File: config.mk
export PLATFORM = sky130hd
export DESIGN_NAME = esm_iter
export DESIGN_NICKNAME = d
export VERILOG_FILES = /design/src/euler_scale_transform_matrix_assert.svh /design/src/esm_pkg.sv /design/src/esm_iter.sv
export SDC_FILE = /design/constraint.sdc
export NUM_CORES = 1
export LEC_CHECK = 0
export BUFFER_PORTS_ARGS = -buffer_cell sky130_fd_sc_hd__buf_4
export CORE_AREA = 5 5 554 556
export DETAILED_ROUTE_END_ITERATION = 8
export DIE_AREA = 0 0 559 561
export PLACE_DENSITY = 0.43
export SYNTH_ARGS = -nofsm -noshare
export SYNTH_HDL_FRONTEND = slang
export SYNTH_SLANG_ARGS = --single-unit
File: constraint.sdc
create_clock -name clk -period 6.7 [get_ports clk]
set_input_delay 1.34 -clock clk [delete_from_list [all_inputs] [get_ports clk]]
set_output_delay 1.34 -clock clk [all_outputs]
set_load 0.02 [all_outputs]
File: src/euler_scale_transform_matrix_assert.svh
// ---------------------------------------------------------------------------
// Assertion macros for the transform setup engine
// Shared property forms, clocked on the rising edge, disabled during reset.
// ---------------------------------------------------------------------------
`ifndef EULER_SCALE_TRANSFORM_MATRIX_ASSERT_SVH
`define EULER_SCALE_TRANSFORM_MATRIX_ASSERT_SVH

// a holds, so b holds in the same cycle
`define ESM_ASSERT_IMPLIES(label, clk, rst, a, b) \
  label: assert property (@(posedge clk) disable iff (rst) (a) |-> (b)) \
    else $error("implication check failed");

// a holds, so b holds in the next cycle
`define ESM_ASSERT_NEXT(label, clk, rst, a, b) \
  label: assert property (@(posedge clk) disable iff (rst) (a) |=> (b)) \
    else $error("next-cycle check failed");

`endif

File: src/esm_pkg.sv
// ---------------------------------------------------------------------------
// esm_pkg
// Types, constants and the arctangent table of the transform setup engine.
// ---------------------------------------------------------------------------
package esm_pkg;

  localparam int CORDIC_ITERS = 30;
  localparam int PIPE_STAGES  = 33;  // one quotient bit per stage
  localparam logic signed [32:0] CORDIC_GAIN = 33'sd652032874;

  localparam logic [2:0] K_OFFSET = 3'd3;
  localparam logic [2:0] K_NORMAL = 3'd4;
  localparam logic [2:0] K_LAST   = 3'd6;

  localparam logic signed [31:0] Q16_ONE = 32'sh0001_0000;
  localparam logic signed [31:0] I32_MAX = 32'sh7FFF_FFFF;
  localparam logic signed [31:0] I32_MIN = 32'sh8000_0000;

  // rotator state of one angle
  typedef struct packed {
    logic signed [32:0] x;
    logic signed [32:0] y;
    logic signed [32:0] z;
    logic               flip;
  } trig_t;

  // restoring divider state of one reciprocal
  typedef struct packed {
    logic [23:0] mag;
    logic        neg;
    logic        zero;
    logic [24:0] rem;
    logic [32:0] quo;
  } div_t;

  // one word in flight through the iteration pipeline
  typedef struct packed {
    trig_t [2:0]       tr;
    div_t  [2:0]       dv;
    logic  [2:0][23:0] scale;
    logic  [2:0][31:0] offset;
  } iter_t;

  // arctangent of 2^-i in units of 2^-32 turn
  function automatic logic [31:0] atan_turn(input logic [4:0] i);
    logic [31:0] v;
    case (i)
      5'd0:  v = 32'h20000000;
      5'd1:  v = 32'h12E4051E;
      5'd2:  v = 32'h09FB385B;
      5'd3:  v = 32'h051111D4;
      5'd4:  v = 32'h028B0D43;
      5'd5:  v = 32'h0145D7E1;
      5'd6:  v = 32'h00A2F61E;
      5'd7:  v = 32'h00517C55;
      5'd8:  v = 32'h0028BE53;
      5'd9:  v = 32'h00145F2F;
      5'd10: v = 32'h000A2F98;
      5'd11: v = 32'h000517CC;
      5'd12: v = 32'h00028BE6;
      5'd13: v = 32'h000145F3;
      5'd14: v = 32'h0000A2FA;
      5'd15: v = 32'h0000517D;
      5'd16: v = 32'h000028BE;
      5'd17: v = 32'h0000145F;
      5'd18: v = 32'h00000A30;
      5'd19: v = 32'h00000518;
      5'd20: v = 32'h0000028C;
      5'd21: v = 32'h00000146;
      5'd22: v = 32'h000000A3;
      5'd23: v = 32'h00000051;
      5'd24: v = 32'h00000029;
      5'd25: v = 32'h00000014;
      5'd26: v = 32'h0000000A;
      5'd27: v = 32'h00000005;
      5'd28: v = 32'h00000003;
      5'd29: v = 32'h00000001;
      default: v = 32'h00000000;
    endcase
    return v;
  endfunction

endpackage

File: src/esm_iter.sv
// ---------------------------------------------------------------------------
// esm_iter
// One pipeline stage: a rotation step for three angles (in stages below
// CORDIC_ITERS only) and one quotient bit for three reciprocals.
// ---------------------------------------------------------------------------
module esm_iter #(
  parameter int STAGE = 0
) (
  input  logic          clk,
  input  logic          rst,
  input  logic          en,
  input  logic          in_vld,
  input  esm_pkg::iter_t d,
  output logic          out_vld,
  output esm_pkg::iter_t q
);

  localparam int BIT = 32 - STAGE;

  esm_pkg::iter_t    nx;
  logic [2:0][32:0]  nvec;
  logic [2:0][24:0]  r2;
  logic [31:0]       atan;

  assign atan = esm_pkg::atan_turn(5'(STAGE));

  // rotation step and divider step
  always_comb begin
    nx = d;
    for (int a = 0; a < 3; a++) begin
      if (STAGE < esm_pkg::CORDIC_ITERS) begin
        if (!d.tr[a].z[32]) begin
          nx.tr[a].x = d.tr[a].x - ($signed(d.tr[a].y) >>> STAGE);
          nx.tr[a].y = d.tr[a].y + ($signed(d.tr[a].x) >>> STAGE);
          nx.tr[a].z = d.tr[a].z - $signed({1'b0, atan});
        end else begin
          nx.tr[a].x = d.tr[a].x + ($signed(d.tr[a].y) >>> STAGE);
          nx.tr[a].y = d.tr[a].y - ($signed(d.tr[a].x) >>> STAGE);
          nx.tr[a].z = d.tr[a].z + $signed({1'b0, atan});
        end
      end
      // dividend is 2^32 + mag/2
      nvec[a] = {1'b1, 9'b0, d.dv[a].mag[23:1]};
      r2[a]   = {d.dv[a].rem[23:0], nvec[a][BIT]};
      if (r2[a] >= {1'b0, d.dv[a].mag}) begin
        nx.dv[a].rem      = r2[a] - {1'b0, d.dv[a].mag};
        nx.dv[a].quo[BIT] = 1'b1;
      end else begin
        nx.dv[a].rem = r2[a];
      end
    end
  end

  always_ff @(posedge clk) begin
    if (rst) begin
      out_vld <= 1'b0;
    end else if (en) begin
      out_vld <= in_vld;
    end
  end

  always_ff @(posedge clk) begin
    if (en) begin
      q <= nx;
    end
  end

endmodule

==> results.cfg <==
[outcome]
run_status = finished with violations
failing_checks = antenna rules

[clock_tree]
post_cts.resized_instances = 0
cts_sinks = 718
cts_post_setup_buffers_inserted = 0
cts_tree = built
htreeDepth = 3
clock_tree.root_cell = sky130_fd_sc_hd__clkbuf_16
postCtsHoldBufs = 0
clock_path_buffers = 4
insertion_delay_ps = 780
clk_pin_slew_ps = 50
tritoncts.num_buffers = 97

[finish]
utilization_of_the_core_after_routing_pct = 20.2
final_instance_count_without_filler_cells = 9409
flow.area_growth_from_synthesis_pct = 44.5
layout_commonest_cell = sky130_fd_sc_hd__buf_4
fill_cells = 33025
nNetsFinal = 6430
final_design_instance_area_without_fill_um2 = 61000
share_of_post_route_cells_with_drive_strength_above_1_pct = 31.1
final_cell_mix = 1465 x sky130_fd_sc_hd__buf_4, 717 x sky130_fd_sc_hd__edfxtp_1, 380 x sky130_fd_sc_hd__a21oi_1

[floorplanning]
floorplan.die.height_um = 561
boundaryPins = 1445
die_area_um2 = 314000
placement_rows = 202
core_um2 = 302000
fp.dieW_um = 559
initial_cell_density_of_the_core_pct = 14.0

[synth]
yosys.area_share.xor_xnor_pct = 5.11
complex_gate_fraction_of_the_synthesized_area_pct = 16.9
syn-num-nets = 5009
synthMuxAreaShare_pct = 1.38
synthesis.area_per_instance_um2 = 10.8
dominant_combinational_cell_family_by_area_after_synthesis = compound AO/OA/AOI/OAI gates
synth-seq-area-share_pct = 51.1
ys_dominant_reg_cell = sky130_fd_sc_hd__edfxtp_1
synth_fa_ha_area_share_pct = 11.5
postSynth.asyncResetShare_pct = 0
synth-edff-count = 717
synth_simple_gate_area_share_pct = 9.25
syn-cell-area_um2 = 42200
yosysWarningCount = 0
synth.distinct_cells = 96
synth-seq-cells = 718
synth_cells = 3907

[worst_setup_path]
crit_family = compound AO/OA/AOI/OAI gates
startpoint = d[554]
worst_r2r_path_depth = 2
path_class = in -> reg
crit_path_max_fanout = 4
worstSetupPathDepth = 13
r2r-start = out_vld$_SDFFE_PP0P_
timing.critical_path.buf_inv = 1
critPathMaxStageDelay_ps = 600
timing.critical_path.to_type = register
r2r_setup_slack_ps = 6070
slowest_stage = sky130_fd_sc_hd__o311ai_0
crit_path_cell_trace = buf_4 > ha_1 > fa_1 > nor2b_1 > o311ai_0 > nand4_1 > nand3_1 > a41oi_1 > o31ai_1 > nand2b_1 > a211o_1 > a21oi_1 > xnor2_1
worst_setup_path_endpoint = q[619]$_DFFE_PP_
worst-endpoint-required_ps = 7180
critical_path.startpoint_type = input port
critical_path.reg2reg.endpoint = out_vld$_SDFFE_PP0P_
cp.arrival_ps = 5230

[placement]
dp_hpwl_um = 216000
postPlaceCellArea_um2 = 57700
routabilityCongestion = 0.947
dp.cells = 9207
port-buffer-count = 1441

[timing]
timing.final.max_slew_violations = 0
final.min_clock_period_ps = 4750
clock_skew_ps = 0
timing.setup.tns_ps = 0
worst-slew-pin-transition_ps = 1010
worst_slew_slack_as_a_fraction_of_its_limit_pct = 31.9
hold_viol_final = 0
rsz_0062_raised_after_global_routing = false
final-setup-viol-count = 0
final_min_period_over_clock_period_pct = 70.9
fmax_ghz = 0.211

[detailed_routing]
top_layer = met5
drcViolationCount = 0
drt_iter0_drc = 3383
detail_route.wl_per_cell_um = 27.1
met2_length_um = 122000
route.detailed.vias_per_inst = 4.01
m1WireLength_um = 112000
wl_met3_um = 16300
vias = 37734
postRouteWirelength_um = 255000
ant_nets = 1
drt-pass1-iter-count = 5

[global_routing]
grt_pass1_wl_um = 336000
vias_in_the_first_global_route = 36623
track_usage_pct = 15.4
grt_antenna_before_repair = 84
grt.overflow.total = 0
grt_max_degree = 128

[worst_hold_path]
hold-path-cell-count = 2
timing.hold.worst.class = reg -> reg

[power_and_ir_drop]
power.static_leakage_nw = 25.6
power_density_nw_per_um2 = 261
ir_worst_vdd_v = 0.000183

[run]
drv_cap = 0
-- worst register-to-register path: cells and delay by family (launching register included) --
kind | cells | cell delay (ps)
DFF | 1 | 310
and+or+nand+nor | 1 | 60
muxes | 1 | 160
-- area by class of cell --
type	count	area (µm²)	area share, %
clock inverter	62	686	1.12
sequential	718	21600	35.4
multi-input combinational	2660	18600	30.5
antenna	30	75.1	0.123
inverter	380	1430	2.34
tap	3978	4980	8.16
timing repair buffer	1471	11100	18.2
clock buffer	110	2520	4.13
-- worst min path at each step --
stage / from / endpoint / slack, ps
2_1_floorplan: out_vld$_SDFFE_PP0P_ / out_vld$_SDFFE_PP0P_ / 580
3_3_place_gp: out_vld$_SDFFE_PP0P_ / out_vld$_SDFFE_PP0P_ / 490
3_5_place_dp: out_vld$_SDFFE_PP0P_ / out_vld$_SDFFE_PP0P_ / 510
4_1_cts: out_vld$_SDFFE_PP0P_ / out_vld$_SDFFE_PP0P_ / 530
5_1_grt: out_vld$_SDFFE_PP0P_ / out_vld$_SDFFE_PP0P_ / 560
6_report: out_vld$_SDFFE_PP0P_ / out_vld$_SDFFE_PP0P_ / 530
-- report_power, final --
group          total, W  switching [W]  internal [W]  leakage [nW]
clock network   0.00539        0.00225       0.00314          1.56
registers       0.00587       0.000279       0.00559          7.02
logic           0.00463        0.00297       0.00166          17.0
-- state kept, by name, summed over array words and instances (netlist names) --
| signal | flops |
|---|---|
| out_vld | 1 |
| q | 717 |
-- through the flow --
| step | setup WS [ps] | hold WS [ps] | total power [W] |
|---|---|---|---|
| 2_1_floorplan | 2650 | 579 | 0.00802 |
| 3_3_place_gp | 1010 | 493 | 0.0106 |
| 4_1_cts | 1940 | 528 | 0.0162 |
| 6_report | 1950 | 533 | 0.0159 |
| 3_5_place_dp | 1080 | 512 | 0.0106 |
| 5_1_grt | 1900 | 556 | 0.0166 |
-- synthesized netlist by cell type, drive strengths merged (15+ instances only) --
master    n  area share [%]
a211oi   32            0.57
nand2b   30            0.44
and3     23            0.34
xor2     58             1.2
mux2i    48             1.1
nor3     65            0.79
a31oi    29            0.44
inv     374             3.3
or3      20            0.30
o31ai    41            0.79
nand4    32            0.47
nor2    296             2.6
buf      49            0.57
o21bai   61             1.1
nand2   232             2.1
a21oi   382             4.5
edfxtp  717              51
a221oi   19            0.45
o211ai   15            0.28
nor2b    37            0.55
a21boi   19            0.36
nand3    51            0.60
nor4     15            0.22
ha      363              11
clkbuf  100            0.89
xnor2   188             3.9
o21ai   283             3.4
a21o     98             1.7
fa       15            0.71
o21a     26            0.46
-- per-layer routing --
layer	up-vias	global-route usage [%]
met3	244	3.26
met4	16	3.34
met5	-	0
met1	18846	20.2
li1	16999	-
met2	1629	26.0
-- logic make-up (layout without fill, tap and decap cells) --
group / Yosys count / after routing
muxes: 57 / 57
other: 0 / 30
xor gates and xnor gates: 246 / 246
and+or+nand+nor: 849 / 849
adders and majority gates: 378 / 378
AOI/OAI and AO/OA: 1130 / 1130
buffers and inverters: 529 / 2023
DFF: 718 / 718
Power figures use the tool's default switching activity.
